==> config.mk <==
export PLATFORM = sky130hd
export DESIGN_NAME = lru_frame_replacer
export DESIGN_NICKNAME = d
export VERILOG_FILES = /design/src/lfr_pkg.sv /design/src/lfr_store.sv /design/src/lru_frame_replacer.sv
export SDC_FILE = /design/constraint.sdc
export NUM_CORES = 1
export LEC_CHECK = 0
export BUFFER_PORTS_ARGS = -buffer_cell sky130_fd_sc_hd__buf_2
export CORE_MARGIN = 8
export CORE_UTILIZATION = 25
export DETAILED_ROUTE_END_ITERATION = 16
export PLACE_DENSITY_LB_ADDON = 0.3
export SLEW_MARGIN = 20
export SYNTH_ARGS = -nofsm -noshare
export SYNTH_HDL_FRONTEND = slang
export SYNTH_SLANG_ARGS = --single-unit
==> constraint.sdc <==
create_clock -name clock -period 3.73 [get_ports clock]
set_input_delay 0.1865 -clock clock [delete_from_list [all_inputs] [get_ports clock]]
set_output_delay 0.1865 -clock clock [all_outputs]
set_load 0.01 [all_outputs]
==> src/lfr_pkg.sv <==
`timescale 1ns / 1ps
// ----------------------------------------------------------------------------
// lfr_pkg: shared types and constants of the lru frame replacer
// Request kinds, field widths and the structs passed between the modules.
// ----------------------------------------------------------------------------
package lfr_pkg;

   // field widths fixed by the request and result formats
   localparam int FRAME_W   = 4;
   localparam int MODE_W    = 2;
   localparam int COUNT_W   = 5;
   localparam int FRAME_IDS = 1 << FRAME_W;

   // default store depth and capacity after reset
   localparam int                 FRAME_SLOTS_DEFAULT = 16;
   localparam logic [COUNT_W-1:0] CAPACITY_RESET      = 5'd16;

   // request kinds
   typedef enum logic [MODE_W-1:0] {
      MODE_VICTIM = 2'd0,
      MODE_PIN    = 2'd1,
      MODE_UNPIN  = 2'd2
   } mode_type;

   // one request as held in the input register
   typedef struct packed {
      logic [MODE_W-1:0]  mode;
      logic [FRAME_W-1:0] frame;
   } request_type;

   // one result as produced by the store
   typedef struct packed {
      logic               victim_valid;
      logic [FRAME_W-1:0] victim_frame;
      logic [COUNT_W-1:0] entry_count;
   } result_type;

endpackage

==> src/lfr_store.sv <==
`timescale 1ns / 1ps
// ----------------------------------------------------------------------------
// lfr_store: ordered frame list, presence bits and occupancy
// Applies one request per step: parallel compare over all slots, then a
// one-place shift towards the oldest end or a write at the newest end.
// ----------------------------------------------------------------------------
module lfr_store #(
   parameter int FRAME_SLOTS = lfr_pkg::FRAME_SLOTS_DEFAULT
) (
   input  logic                        clock,
   input  logic                        reset,
   input  logic                        step,
   input  lfr_pkg::request_type        req,
   input  logic [lfr_pkg::COUNT_W-1:0] capacity,
   output lfr_pkg::result_type         result
);

   logic [lfr_pkg::FRAME_W-1:0] order_ff [FRAME_SLOTS];
   logic [lfr_pkg::FRAME_W-1:0] order_in [FRAME_SLOTS];
   logic [lfr_pkg::FRAME_IDS-1:0] present_ff, present_in;
   logic [lfr_pkg::COUNT_W-1:0]   occ_ff, occ_in;

   logic [FRAME_SLOTS-1:0] match;
   logic [FRAME_SLOTS-1:0] shift_sel;
   logic                   room;
   logic                   hit;

   // compare the requested frame against every held slot
   always_comb begin
      for (int i = 0; i < FRAME_SLOTS; i++) begin
         match[i] = (32'(occ_ff) > i) && (order_ff[i] == req.frame);
      end
   end

   // slot shifts when the removed entry sits at or below it
   always_comb begin
      for (int i = 0; i < FRAME_SLOTS; i++) begin
         shift_sel[i] = |(match & ({FRAME_SLOTS{1'b1}} >> (FRAME_SLOTS - 1 - i)));
      end
   end

   assign hit  = present_ff[req.frame];
   assign room = (occ_ff < capacity) && (32'(occ_ff) < FRAME_SLOTS);

   // next state and result
   always_comb begin
      for (int i = 0; i < FRAME_SLOTS; i++) begin
         order_in[i] = order_ff[i];
      end
      present_in          = present_ff;
      occ_in              = occ_ff;
      result.victim_valid = 1'b0;
      result.victim_frame = '0;
      case (lfr_pkg::mode_type'(req.mode))
         lfr_pkg::MODE_VICTIM: begin
            if (occ_ff != '0) begin
               result.victim_valid    = 1'b1;
               result.victim_frame    = order_ff[0];
               present_in[order_ff[0]] = 1'b0;
               occ_in                 = occ_ff - 1'b1;
               for (int i = 0; i < FRAME_SLOTS - 1; i++) begin
                  order_in[i] = order_ff[i+1];
               end
            end
         end
         lfr_pkg::MODE_PIN: begin
            if (hit) begin
               present_in[req.frame] = 1'b0;
               occ_in                = occ_ff - 1'b1;
               for (int i = 0; i < FRAME_SLOTS - 1; i++) begin
                  if (shift_sel[i]) begin
                     order_in[i] = order_ff[i+1];
                  end
               end
            end
         end
         lfr_pkg::MODE_UNPIN: begin
            if (!hit && room) begin
               present_in[req.frame] = 1'b1;
               occ_in                = occ_ff + 1'b1;
               for (int i = 0; i < FRAME_SLOTS; i++) begin
                  if (32'(occ_ff) == i) begin
                     order_in[i] = req.frame;
                  end
               end
            end
         end
         default: begin
         end
      endcase
      result.entry_count = occ_in;
   end

   // control state
   always_ff @(posedge clock) begin
      if (reset) begin
         present_ff <= '0;
         occ_ff     <= '0;
      end else if (step) begin
         present_ff <= present_in;
         occ_ff     <= occ_in;
      end
   end

   // frame list, no reset: slots at or above the count are never read
   always_ff @(posedge clock) begin
      if (step) begin
         for (int i = 0; i < FRAME_SLOTS; i++) begin
            order_ff[i] <= order_in[i];
         end
      end
   end

   // presence bits and count agree
   a_count_matches_present: assert property (@(posedge clock) disable iff (reset)
      $countones(present_ff) == 32'(occ_ff))
      else $error("presence bits disagree with occupancy");

   // count bounded by the store depth
   a_count_in_store: assert property (@(posedge clock) disable iff (reset)
      32'(occ_ff) <= FRAME_SLOTS)
      else $error("occupancy beyond store depth");

   // a victim step on a non-empty list removes exactly one frame
   a_victim_drops_one: assert property (@(posedge clock) disable iff (reset)
      step && (req.mode == lfr_pkg::MODE_VICTIM) && (occ_ff != '0)
      |=> occ_ff == $past(occ_ff) - 1'b1)
      else $error("victim did not drop one entry");

   // pin of an absent frame leaves the list alone
   a_pin_absent_no_change: assert property (@(posedge clock) disable iff (reset)
      step && (req.mode == lfr_pkg::MODE_PIN) && !hit
      |=> $stable(occ_ff) && $stable(present_ff))
      else $error("pin of absent frame changed state");

endmodule

==> src/lru_frame_replacer.sv <==
`timescale 1ns / 1ps
// ----------------------------------------------------------------------------
// lru_frame_replacer: evictable frame set in least recently unpinned order
// Top level: request register, capacity register, store and result register.
// ----------------------------------------------------------------------------
// Each request passes an input register and is applied to the frame list when
// it moves on to the output register, where its result lands; a request can be
// taken every cycle while the result side is not stalled by rsp_tready, so the
// sustained rate is one request per cycle when the receiver keeps up. The work
// of one request is a parallel compare of the frame against every held slot
// followed by a one-place shift of the list, or a write at the newest end. The
// capacity register is written through csr_we/csr_wdata; the user must write it
// only while no request is in flight, which the block itself does not enforce;
// values above FRAME_SLOTS behave as FRAME_SLOTS. No clearing pass after reset.
module lru_frame_replacer #(
   parameter int FRAME_SLOTS = lfr_pkg::FRAME_SLOTS_DEFAULT
) (
   input  logic        clock,
   input  logic        reset,
   // request channel
   input  logic        req_tvalid,
   output logic        req_tready,
   input  logic [7:0]  req_tdata,   // [3:0] frame, [7:4] zero
   input  logic [1:0]  req_tuser,   // [1:0] mode
   // result channel
   output logic        rsp_tvalid,
   input  logic        rsp_tready,
   output logic [15:0] rsp_tdata,   // [3:0] victim_frame, [8:4] entry_count, [15:9] zero
   output logic        rsp_tuser,   // [0] victim_valid
   // capacity register
   input  logic        csr_we,
   input  logic [4:0]  csr_wdata
);

   logic                        in_valid_ff;
   lfr_pkg::request_type        in_req_ff, in_req_in;
   logic                        out_valid_ff;
   lfr_pkg::result_type         out_res_ff;
   lfr_pkg::result_type         store_res;
   logic [lfr_pkg::COUNT_W-1:0] capacity_ff;
   logic                        advance;
   logic                        take;

   // request moves to the result register when that is free or draining
   assign advance    = in_valid_ff && (!out_valid_ff || rsp_tready);
   assign req_tready = !in_valid_ff || advance;
   assign take       = req_tvalid && req_tready;

   assign in_req_in.mode  = req_tuser;
   assign in_req_in.frame = req_tdata[lfr_pkg::FRAME_W-1:0];

   // capacity register
   always_ff @(posedge clock) begin
      if (reset) begin
         capacity_ff <= lfr_pkg::CAPACITY_RESET;
      end else if (csr_we) begin
         capacity_ff <= csr_wdata;
      end
   end

   // input register
   always_ff @(posedge clock) begin
      if (reset) begin
         in_valid_ff <= 1'b0;
      end else if (req_tready) begin
         in_valid_ff <= req_tvalid;
      end
   end

   always_ff @(posedge clock) begin
      if (take) begin
         in_req_ff <= in_req_in;
      end
   end

   lfr_store #(
      .FRAME_SLOTS (FRAME_SLOTS)
   ) u_store (
      .clock    (clock),
      .reset    (reset),
      .step     (advance),
      .req      (in_req_ff),
      .capacity (capacity_ff),
      .result   (store_res)
   );

   // result register
   always_ff @(posedge clock) begin
      if (reset) begin
         out_valid_ff <= 1'b0;
      end else if (advance) begin
         out_valid_ff <= 1'b1;
      end else if (rsp_tready) begin
         out_valid_ff <= 1'b0;
      end
   end

   always_ff @(posedge clock) begin
      if (advance) begin
         out_res_ff <= store_res;
      end
   end

   assign rsp_tvalid = out_valid_ff;
   assign rsp_tuser  = out_res_ff.victim_valid;
   assign rsp_tdata  = {7'b0, out_res_ff.entry_count, out_res_ff.victim_frame};

endmodule

-- Word level (Yosys, flattened, before mapping)
Memory sizes are Yosys's and may differ from the RTL's.
Cells that the tools add are included.
- RAM bits: 64
- output and inout port bits: 19
- flip-flop bits (word level): 44
- bits of input ports: 20
- memories: 1
- word-level logic and storage cells: 176
- reduce and logical (&&, ||, !) cells: 47
- bitwise gates (word level): 5
- add/subtract/negate cells: 2
- $lt $le $gt $ge: 21
- equality and inequality tests: 35
- mux-type cells: 55
- memories (memory ; depth ; bits a word ; read ports ; clocked after memory_dff ; wr ports ; RTL line ; text):
    u_store.order_ff ; 16 ; 4 ; 16 ; 0 ; 16 ; lfr_store.sv:18 ; logic [lfr_pkg::FRAME_W-1:0] order_ff [FRAME_SLOTS];
- operators with widths (operator ; number):
    60-bit case mux with 3 select lines ; 1
    4-bit two-way mux ; 32
    60-bit two-way mux ; 2
    64-bit two-way mux ; 1
    4-bit == test ; 15
    16-bit two-way mux ; 3
    16-bit case mux with 3 select lines ; 1
    5-bit by 4-bit == test with 1-bit output, second input constant ; 8
    5-bit by 4-bit > comparator with 1-bit output, second input constant ; 7
    16-bit bitwise AND ; 2
    16-bit NOT ; 2
    1-bit logical AND ; 21
    5-bit by 3-bit == test with 1-bit output, second input constant ; 4
    5-bit by 3-bit > comparator with 1-bit output, second input constant ; 4
    5-bit two-way mux ; 4
    16-bit bitwise OR ; 1
    5-bit case mux with 3 select lines ; 1
    15-bit OR reduction ; 1
    14-bit OR reduction ; 1
    13-bit OR reduction ; 1
    12-bit OR reduction ; 1
    11-bit OR reduction ; 1
    5-bit by 2-bit == test with 1-bit output, second input constant ; 2
    5-bit by 1-bit > comparator with 1-bit output, second input constant ; 2
    other kinds (32) ; 47

-- Longest topological paths before layout
Gate-level depths: netlist (run 1).
An unclocked memory read counts as a cell.
- word-level depth: 9
- depth in mapped cells: 9
- gate-level depth less buffers: 8

-- By module
From an unflattened synthesis (run 1), not the netlist that was laid out.
- cell total of the unflattened synthesis: 641
- area, all modules: 6113.4 µm²
- modules (own cells, without submodules) (module ; area an instance (µm²) ; sequential area each (µm²) ; instances ; cells each):
    lfr_store ; 5311.3 ; 2342.2 ; 1 ; 591
    lru_frame_replacer ; 802.0 ; 620.6 ; 1 ; 50

-- Worst setup path before layout (run 1)
Ideal clock, no wire load.
- kind: register -> register
- from: register, netlist name in_req_ff[2]
- to: memory u_store.order_ff[13][0] (netlist name) (enable)
- path buffers: 2
- arrival time: 2687 ps
- setup time: 372 ps
- path slack: 671 ps
- data required time: 3358 ps
- cell stages (with the launch flop): 8
- cell sequence: edfxtp_1 -> buf_6 -> mux4_2 -> mux4_2 -> nor4_4 -> o21ai_1 -> buf_2 -> a211oi_1
- RTL lines (element ; RTL line):
    end: declaration ; lfr_store.sv:18

==> impl_results.md, run 1 <==
* Status: complete, no violations
* Clock transition at path regs at 0.07 ns
* Avg Cell Area, Syn at 9.76 um2
* Clock latency on the worst-skew pair at 0.36 ns
* RSZ-0062 raised after global routing: false
* Top cell type's share of synthesized area at roughly two fifths
* Placed Cells at ~960
* Post-synth EDFFs at 80
* Setup repair bufs after CTS at 0
* Max Transition Viols Final at 0
* Starting Density at 25.3%
* Post-Layout Cell Count at 974
* Layout cells sized above 1 at 12.9%
* Setup-failing EPs final at 0
* Largest net degree at the start of global routing at 75
* Row cnt at 57
* Clock tree buffer depth at 2
* Final Core Density at 28.8%
* Die height at 172 um
* CTS tree: yes
* Critical Path RT at 3.72 ns
* Register bit total from synthesis at 108
* Clock Tree Root: clkbuf_16
* Core Area at about 24,000 um2
* Drt drc at 0
* Gr ovfl total at 0
* Number of I/O pins at 39
* Nets at 674
* Worst setup EP type: register
* Hold Fails Final Rpt at 0
* GPL Wtd Cong at 0.823
* Port Buffer Count at 27
* Synth warn at 0
* Crit-path max FO at 15
* Worst hold path class: primary input to register
* Slew margin rel. at 45.7%
* Global-route wire length before repair at 26.2 mm
* Setup TNS at 0 ns
* Die Footprint at 29,700 um2
* Leakage at 0.00271 uW
* Number of diodes at 0
* Via/cell ratio at 4.78
* Post-synthesis simple-gate area fraction at 17.8%
* Asr flop ratio synth at 0%
* Top FF cell, synth: edfxtp_1
* Antenna viol nets, final at 0
* Initial antenna violation count at 0
* Post-synthesis sequential area ratio at 48.4%
* CTS resizes at 0
* Synthesized cell area at 6120 um2
* Initial DRT Pass Iterations at 5
* Final period utilization at 89.4%
* Number of global-route vias before repair at 4,755
* GRT Overall Usage at 11.3%
* Clock tree sinks at 108
* Drt wl/cell at 16.5 um
* First DRT Iteration DRCs at 267
* XOR/XNOR Fraction of Synth Area at 8.87%
* Post-Syn Instances at 627
* Area grow syn2layout at 13.9%
* Critical Path AT at roughly 3.3 ns
* CTS Buf Count at 9
* Synth unique cells at 53
* Fin crit period at approximately 3.3 ns
* WL final at 16.0 mm
* Synth Area in Compound Gates at 14.3%
* Largest family of logic cells by synthesized area: simple AND/OR/NAND/NOR gates
* Final clock skew at 0.0128 ns
* Dpl hpwl at 11.2 mm
* Most frequent cells after synthesis: nand2_1 (125), edfxtp_1 (80), xor2_1 (40)
* Critical path type: register to register
* Mux contribution to synthesized area at 4.25%
* Reg area at 2960 um2
* Synth Area in Adders at approximately 1.8%
* Area contributors post-synth: edfxtp_1 (39%), dfxtp_1 (9.2%), nand2_1 (7.7%)
* VDD IR max at 0.000207 V
* Count leader, synth: nand2_1
* Fillers at approximately 2,600
* Die width at 172 um
* CP Launch Type: register
* Fmax at 0.300 GHz
* Total number of vias at 4,659
* Leading area contributor after synthesis: edfxtp_1
* Power per Cell Area at 396 nW/um2
* Area of the multi-input gates at 2920 um2
* Worst-Margin Slew at 0.815 ns
* H-tree depth at 3
* Max Cap Viol at 0
==> critical path: stages (launching register included) <==
cell and delay (ns):
edfxtp_1 0.57, mux4_2 0.59, mux4_2 0.60, nor4_4 0.21
o21ai_1 0.16, buf_4 0.22, a211oi_1 0.61
==> flip-flops by register name (all words and copies together), names as in the netlist <==
signal              cells
u_store.order_ff       64
in_req_ff               6
u_store.present_ff     16
rsp_tuser               1
capacity_ff             5
rsp_tdata               9
in_valid_ff             1
u_store.occ_ff          5
rsp_tvalid              1
==> cells in the final DEF (no fill, tap or decap), types with 7 or more instances in the layout <==
| cell type | Yosys | layout |
|---|---|---|
| conb_1 | 1 | 7 |
| ha_1 | 9 | 9 |
| o21ai_0 | 15 | 15 |
| xnor2_1 | 22 | 22 |
| nand2_1 | 125 | 125 |
| buf_2 | 3 | 27 |
| nor2b_1 | 9 | 8 |
| nor2_1 | 30 | 30 |
| mux4_2 | 7 | 7 |
| o22ai_1 | 16 | 16 |
| a21o_1 | 18 | 18 |
| and3_1 | 9 | 9 |
| a21oi_1 | 25 | 25 |
| nand2b_1 | 9 | 8 |
| a211oi_1 | 28 | 28 |
| nor3_1 | 15 | 15 |
| mux2i_1 | 8 | 8 |
| a31oi_1 | 15 | 15 |
| xor2_1 | 40 | 40 |
| clkbuf_16 | 0 | 10 |
| buf_4 | 8 | 22 |
| nor4_1 | 13 | 13 |
| edfxtp_1 | 80 | 80 |
| inv_1 | 11 | 11 |
| dfxtp_1 | 28 | 28 |
==> routing by layer <==
layer  part of all wire, %  global-route usage, %  up-vias
li1                      -                      -     2273
met1                    45                   14.6     2256
met2                    47                   18.5      117
met3                   6.3                   2.74       13
met4                   1.3                   3.34        0
met5                     0                      0        -
==> final cells by class <==
type	count	area share, %
Clock buffer	13	4.04
Timing Repair Buffer	51	4.59
Clock inverter	3	0.682
Sequential cell	108	42.5
Tap cell	324	5.81
Multi-Input combinational cell	464	41.8
Inverter	11	0.592
==> report_power, final <==
part | switching [uW] | internal (uW)
clock | 451 | 604
sequential | 32.2 | 1330
combinational | 219 | 128
total | 702 | 2060
==> path summary, 6_finish.rpt <==
path,from,to,slack [ns],depth (start not counted)
worst min-delay path,req_tdata[3],in_req_ff[3]$_DFFE_PP_,0.02,1
worst max register to register,in_req_ff[2]$_DFFE_PP_,u_store.order_ff[0][2]$_DFFE_PP_,0.40,6
worst min register to register,capacity_ff[2]$_SDFFE_PP0P_,capacity_ff[2]$_SDFFE_PP0P_,0.50,2
worst max-delay path,in_req_ff[2]$_DFFE_PP_,u_store.order_ff[0][2]$_DFFE_PP_,0.40,6
==> through the flow <==
step | setup slack, ns | power (uW) | hold slack (ns) | instance area [um2]
after global placement | 0.510 | 1730 | 0.380 | 6630
after floorplan | 0.671 | 1630 | 0.285 | 6140
after detailed placement | 0.446 | 1740 | 0.383 | 6630
after global routing | 0.161 | 2880 | 0.00790 | 6970
final | 0.395 | 2760 | 0.0164 | 6970
after CTS | 0.399 | 2790 | 0.000936 | 6960
==> what timing repair did <==
item	in CTS	in global routing
hold endpoints to repair	1	1
setup endpoints to repair	0	0
hold buffers	1	1
==> cells by family after synthesis <==
group | Yosys count
other cells | 1
xor+xnor | 62
flops | 108
mux | 17
buf+inv | 61
compound gates | 133
fa+ha+maj | 9
simple gates | 236
Note: power is estimated with default switching activity, not from simulation.
==> run 2, diff against run 1 <==
--- a/config.mk
+++ b/config.mk
@@ -5,10 +5,10 @@
 export SDC_FILE = /design/constraint.sdc
 export NUM_CORES = 1
 export LEC_CHECK = 0
-export BUFFER_PORTS_ARGS = -buffer_cell sky130_fd_sc_hd__buf_2
 export CORE_MARGIN = 8
 export CORE_UTILIZATION = 25
 export DETAILED_ROUTE_END_ITERATION = 16
+export DONT_BUFFER_PORTS = 1
 export PLACE_DENSITY_LB_ADDON = 0.3
 export SLEW_MARGIN = 20
 export SYNTH_ARGS = -nofsm -noshare
==> run 2 against run 1 <==
Clock skew barely moved. Count of clock-buffer cells in the layout fell by 4. Critical endpoint is now u_store.order_ff[0][1]$_DFFE_PP_. Core utilization rose by 0.20 points. Die area did not move. Combinational power rose by 3%. Sequential power barely moved. Largest power group unchanged.
==> impl_results.md, run 2 (same netlist as run 1, synthesis figures left out) <==
* VDD IR max at 0.000183 V (-12%)
* Fmax at 0.294 GHz (-2.1%)
* Row cnt at 57 (unchanged)
* Core Area at 24,200 um2 (unchanged)
* Die width at 172 um (unchanged)
* Gr ovfl total at 0 (unchanged)
* CTS tree: yes
* Status: complete, no violations
* CP max stage cell: edfxtp_1
* Dpl hpwl at 11.4 mm (+2.0%)
* Global-route wire length before repair at 25.6 mm (-2.1%)
* Worst hold path class: primary input to register
* Clk pwr share at 35.1% (-3.1 points)
* RR Startpoint: in_req_ff[2]$_DFFE_PP_
* Clock tree buffer depth at 2 (unchanged)
* Seq pwr share at 51.5% (+2.2 points)
* Power per Cell Area at 377 nW/um2 (-4.9%)
* Nets at 671 (-0.45%)
* Clock tree sinks at 108 (unchanged)
* Via/cell ratio at 4.77 (-0.27%)
* CP Cell Sequence: mux4_2 > mux4_2 > a21o_1 > o21ai_1 > buf_4 > a211oi_1 > buf_4
* Total number of vias at 4,632 (-0.58%)
* Leakage at 0.00269 uW (-0.84%)
* Logic pwr share at 13.4% (+0.9 points)
* Clock transition at path regs at 0.08 ns (about the same)
* Setup TNS at 0 ns (unchanged)
* Crit-path max FO at 11 (-4)
* Min-Delay Startpoint: rsp_tready
* Clock Tree Root: clkbuf_16
* Critical path type: register to register
* Port Buffer Count at 0 (-100%)
* Fin crit period at 3.41 ns (+0.0719 ns)
* Drt wl/cell at 16.5 um (+0.14%)
* Area grow syn2layout at 14.7%
* Crit path depth at 7 (+1)
* GRT Overall Usage at 11.2% (-0.14 points)
* Max Cap Viol at 0 (unchanged)
* Switching pwr at 718 uW (+2.2%)
* Final clock skew at 0.0132 ns (+0.000498 ns)
* Hold Fails Final Rpt at 0 (unchanged)
* First DRT Iteration DRCs at 303 (+13%)
* Crit path to: u_store.order_ff[0][1]$_DFFE_PP_
* Highest-count cells in the layout ignoring fill and taps: nand2_1 (125), edfxtp_1 (80), xor2_1 (40)
* Placed Cells at 937 (-2.0%)
* Die height at 172 um (unchanged)
* Number of diodes at 0 (unchanged)
* R2R depth at 7 (+1)
* GPL Wtd Cong at 0.808 (-1.8%)
* Drt drc at 0 (unchanged)
* Starting Density at 25.3% (unchanged)
* Fillers at 2,532 (-1.2%)
* RSZ-0062 raised after global routing: false
* CP Launch Type: register
* CTS Buf Count at 9 (unchanged)
* R2r setup slk at 0.32 ns (-0.07 ns)
* WHS at 0.0654 ns (+0.0490 ns)
* Setup-failing EPs final at 0 (unchanged)
* Max reg flops at 64 (unchanged)
* CP top delay family: multiplexers
* Critical Path RT at 3.85 ns (+0.13 ns)
* Layout cells sized above 1 at 10.2% (-2.7 points)
* Crit-path max cell delay at 0.64 ns (+0.03 ns)
* Final period utilization at 91.3% (+1.9 points)
* Number of I/O pins at 39 (unchanged)
* Initial DRT Pass Iterations at 4 (-1)
* Crit path from: in_req_ff[2]$_DFFE_PP_
* Worst setup EP type: register
* Post-Place Cell Area at 6560 um2 (-0.94%)
* Pwr Total at 2650 uW (-4.2%)
* WL final at 16.0 mm (-0.17%)
* Initial antenna violation count at 0 (unchanged)
* Max Transition Viols Final at 0 (unchanged)
* Int Power at 1930 uW (-6.5%)
* RR Endpoint: u_store.order_ff[0][1]$_DFFE_PP_
* Die Footprint at 29,700 um2 (unchanged)
* Commonest non-fill, non-tap cell in the layout: nand2_1
* Clock latency on the worst-skew pair at 0.36 ns (about the same)
* Largest net degree at the start of global routing at 52 (-31%)
* Number of global-route vias before repair at 4,735 (-0.42%)
* Buf+Inv Stages, Crit Path at 2 (+1)
* Worst-Margin Slew at 1.06 ns (+0.243 ns)
* Sw frac at 27.1% (+1.7 points)
* Critical Path AT at 3.53 ns (+0.21 ns)
* Design area at 7020 um2 (+0.70%)
* Slew margin rel. at 29.2% (-16 points)
* Setup repair bufs after CTS at 0 (unchanged)
* Post-Layout Cell Count at 971 (-0.31%)
* Largest register by flop count: u_store.order_ff
* Antenna viol nets, final at 0 (unchanged)
* H-tree depth at 3 (unchanged)
## run 2: tightest hold or removal path, cell delays in order
cell and delay [ns]:
nor2b_1 0.06, nor2_1 0.10, nor2_1 0.04
## run 2: layout make-up
class                      count  area [um2]  area share [%]
clock buffer                   9         225            3.21
sequential                   108        2960            42.2
timing repair buffer          48         418            5.95
tap                          324         405            5.77
clock inverter                 7        55.1           0.784
multi-input combinational    464        2920            41.5
inverter                      11        41.3           0.588
## run 2: metrics by stage
| stage | utilization [%] | setup slack (ns) |
|---|---|---|
| after floorplan | - | 0.671 |
| after global placement | 27.1 | 0.392 |
| after detailed placement | 27.1 | 0.344 |
| after CTS | 29.0 | 0.314 |
| after global routing | 29.0 | 0.176 |
| final | 29.0 | 0.324 |
## run 2: worst min-delay path by stage
stage | slack, ns | cells past startpoint | to
floorplan | 0.29 | 0 | in_req_ff[0]$_DFFE_PP_
global placement | 0.26 | 1 | u_store.present_ff[15]$_SDFFE_PP0P_
detailed placement | 0.26 | 1 | u_store.present_ff[15]$_SDFFE_PP0P_
CTS | 0.05 | 3 | rsp_tvalid$_SDFFE_PP0P_
global route | 0.11 | 3 | rsp_tvalid$_SDFFE_PP0P_
finish | 0.07 | 3 | rsp_tvalid$_SDFFE_PP0P_
## run 2: routing by layer
layer | share of wire, % | vias up | routed length (um) | global-route usage (%)
li1 | - | 2273 | - | -
met1 | 47 | 2250 | 7470 | 14.1
met2 | 48 | 85 | 7610 | 18.6
met3 | 3.7 | 24 | 591 | 2.35
met4 | 2.2 | 0 | 347 | 3.97
met5 | 0 | - | 0 | 0
## run 2: what timing repair did
| item | CTS | global route |
|---|---|---|
| hold endpoints to repair | 33 | 0 |
| endpoints found under the setup margin | 0 | 0 |
| resized for setup | 0 | 0 |
| hold buffers | 18 | 0 |
## run 2: power groups by stage
stage / logic (uW) / clock network [uW] / registers [uW]
finish: 356 / 929 / 1360
global route: 396 / 1000 / 1370
CTS: 358 / 956 / 1360
detailed placement: 334 / 0 / 1390
global placement: 332 / 0 / 1390
floorplan: 259 / 0 / 1380
==> run 3, diff against run 2 <==
==> constraint.sdc (replaced) <==
create_clock -name clock -period 3.73 [get_ports clock]
set_input_delay 0.373 -clock clock [delete_from_list [all_inputs] [get_ports clock]]
set_output_delay 0.373 -clock clock [all_outputs]
set_load 0.01 [all_outputs]
==> run 3 against run 2 <==
Fmax up 2.3%. Die area unchanged. First-iteration DRC count up 3.0%. Setup slack better by 0.076 ns. Flip-flop and latch count unchanged. Routed wire length down 2.1%. Worst hold slack better by 0.010 ns. Non-clock buffer count down 16. Via count down 1.5%. Clock skew down 0.0012 ns. Largest power group unchanged.
==> impl_results.md, run 3 (same netlist as run 1, synthesis figures left out) <==
* Max Cap Viol at 0 (unchanged)
* WL final at 15.7 mm (-2.1%)
* Hold Fails Final Rpt at 0 (unchanged)
* Worst setup EP type: register
* GPL Wtd Cong at 0.806 (-0.33%)
* Number of I/O pins at 39 (unchanged)
* Setup TNS at 0 ns (unchanged)
* Leakage at 0.00264 uW (-1.9%)
* RR Startpoint: in_req_ff[2]$_DFFE_PP_
* Worst Hold Path EP: capacity_ff[0]$_SDFFE_PP0P_
* Final clock skew at 0.0120 ns (-0.00125 ns)
* Total number of vias at 4,561 (-1.5%)
* Nets at 655 (-2.4%)
* Global-route wire length before repair at 25.3 mm (-1.1%)
* Largest register by flop count: u_store.order_ff
* RR Endpoint: u_store.order_ff[0][0]$_DFFE_PP_
* H-tree depth at 3 (unchanged)
* Clock transition at path regs at 0.08 ns (about the same)
* Worst hold path class: primary input to register
* Number of global-route vias before repair at 4,579 (-3.3%)
* Antenna viol nets, final at 0 (unchanged)
* Core Area at 24,200 um2 (unchanged)
* Post-place setup slack at 0.388 ns (+0.0444 ns)
* Number of diodes at 0 (unchanged)
* Fmax at 0.300 GHz (+2.3%)
* CTS resizes at 0 (unchanged)
* CP top delay family: multiplexers
* Final period utilization at 89.3% (-2.0 points)
* CP Cell Sequence: mux4_2 > mux4_2 > a21o_1 > o21ai_1 > buf_4 > a211oi_1 > buf_4
* Clock Tree Root: clkbuf_16
* Crit-path max cell delay at 0.61 ns (-0.03 ns)
* Clock tree buffer depth at 2 (unchanged)
* Die Footprint at 29,700 um2 (unchanged)
* Critical Path AT at 3.45 ns (-0.08 ns)
* Die width at 172 um (unchanged)
* Slack of the critical path at 0.399 ns (+0.0756 ns)
* Clock latency on the worst-skew pair at 0.36 ns (about the same)
* Area grow syn2layout at 12.3%
* GRT Overall Usage at 11.0% (-0.15 points)
* VDD IR max at 0.000196 V (+7.2%)
* Die height at 172 um (unchanged)
* Commonest non-fill, non-tap cell in the layout: nand2_1
* Min-Delay Startpoint: reset
* Drt wl/cell at 16.4 um (-0.45%)
* Slew margin rel. at 32.4% (+3.2 points)
* Status: complete, no violations
* RSZ-0062 raised after global routing: false
* Worst-Margin Slew at 1.01 ns (-0.0503 ns)
* Fin crit period at 3.33 ns (-0.0756 ns)
* First DRT Iteration DRCs at 312 (+3.0%)
* CP Launch Type: register
* CP max stage cell: edfxtp_1
* Setup repair bufs after CTS at 0 (unchanged)
* Crit-path max FO at 11 (unchanged)
* CTS Buf Count at 9 (unchanged)
* Largest net degree at the start of global routing at 52 (unchanged)
* Hold Path Depth at 1 (-2)
* CTS Hold Bufs at 0 (-18)
* Gr ovfl total at 0 (unchanged)
* Clock tree sinks at 108 (unchanged)
* Buf+Inv Stages, Crit Path at 2 (unchanged)
* Via/cell ratio at 4.78 (+0.12%)
* Critical Path RT at 3.85 ns (about the same)
* Highest-count cells in the layout ignoring fill and taps: nand2_1 (125), edfxtp_1 (80), xor2_1 (40)
* Initial antenna violation count at 1 (+1)
* Setup-failing EPs final at 0 (unchanged)
* Max reg flops at 64 (unchanged)
* Starting Density at 25.3% (unchanged)
* R2R depth at 7 (unchanged)
* R2r setup slk at 0.40 ns (+0.08 ns)
* Power per Cell Area at 386 nW/um2 (+2.4%)
* Critical path type: register to register
* Layout cells sized above 1 at 10.8% (+0.58 points)
* Dpl hpwl at 11.3 mm (-1.6%)
* CTS tree: yes
* Row cnt at 57 (unchanged)
* Max Transition Viols Final at 0 (unchanged)
* Initial DRT Pass Iterations at 5 (+1)
* Drt drc at 0 (unchanged)
* Port Buffer Count at 0 (unchanged)
[run 3: changes by cell type in the layout (fill, tap and decap cells not counted), sizes merged]
cell | before | now
buf | 30 | 32
clkbuf | 9 | 10
clkinv | 1 | 5
clkinvlp | 1 | 0
dlygate4sd3 | 18 | 0
inv | 16 | 12
[run 3: final cells by class]
type	instances	area (um2)
Timing Repair Buffer	32	253
Multi-Input combinational cell	464	2920
Tap cell	324	405
Inverter	11	41.3
Clock inverter	6	46.3
Fill cell	2552	17300
Sequential cell	108	2960
Clock buffer	10	250
[run 3: worst max path at each step]
| stage | slack, ns | cells past startpoint | to | startpoint |
|---|---|---|---|---|
| 2_1_floorplan | 0.67 | 7 | u_store.order_ff[13][0]$_DFFE_PP_ | in_req_ff[2]$_DFFE_PP_ |
| 3_3_place_gp | 0.39 | 7 | u_store.order_ff[0][2]$_DFFE_PP_ | in_req_ff[2]$_DFFE_PP_ |
| 3_5_place_dp | 0.39 | 7 | u_store.order_ff[0][3]$_DFFE_PP_ | in_req_ff[2]$_DFFE_PP_ |
| 4_1_cts | 0.34 | 7 | u_store.order_ff[0][0]$_DFFE_PP_ | in_req_ff[2]$_DFFE_PP_ |
| 5_1_grt | 0.22 | 7 | u_store.order_ff[0][0]$_DFFE_PP_ | in_req_ff[2]$_DFFE_PP_ |
| 6_report | 0.40 | 7 | u_store.order_ff[0][0]$_DFFE_PP_ | in_req_ff[2]$_DFFE_PP_ |
[run 3: metal layers]
metal / global-route usage (%) / wire length [um]
met4: 4.05 / 324
met2: 17.7 / 7290
met1: 14.4 / 7330
met3: 2.33 / 719
met5: 0 / 13
[run 3: power by group]
part	switching [uW]	leakage, uW	internal [uW]
Sequential	31.2	0.000965	1330
Clock	457	0.000148	498
Combinational	211	0.00152	123
Total	700	0.00264	1950
[run 3: metrics by stage]
stage	utilization, %	hold WS, ns	instance area, um2	power (uW)	cells
after floorplan	-	0.421	6140	1630	633
after global placement	27.2	0.445	6580	1720	939
after detailed placement	27.2	0.449	6580	1730	939
after CTS	28.4	0.0594	6870	2680	955
after global routing	28.4	0.0578	6870	2770	955
final	28.4	0.0756	6870	2650	955
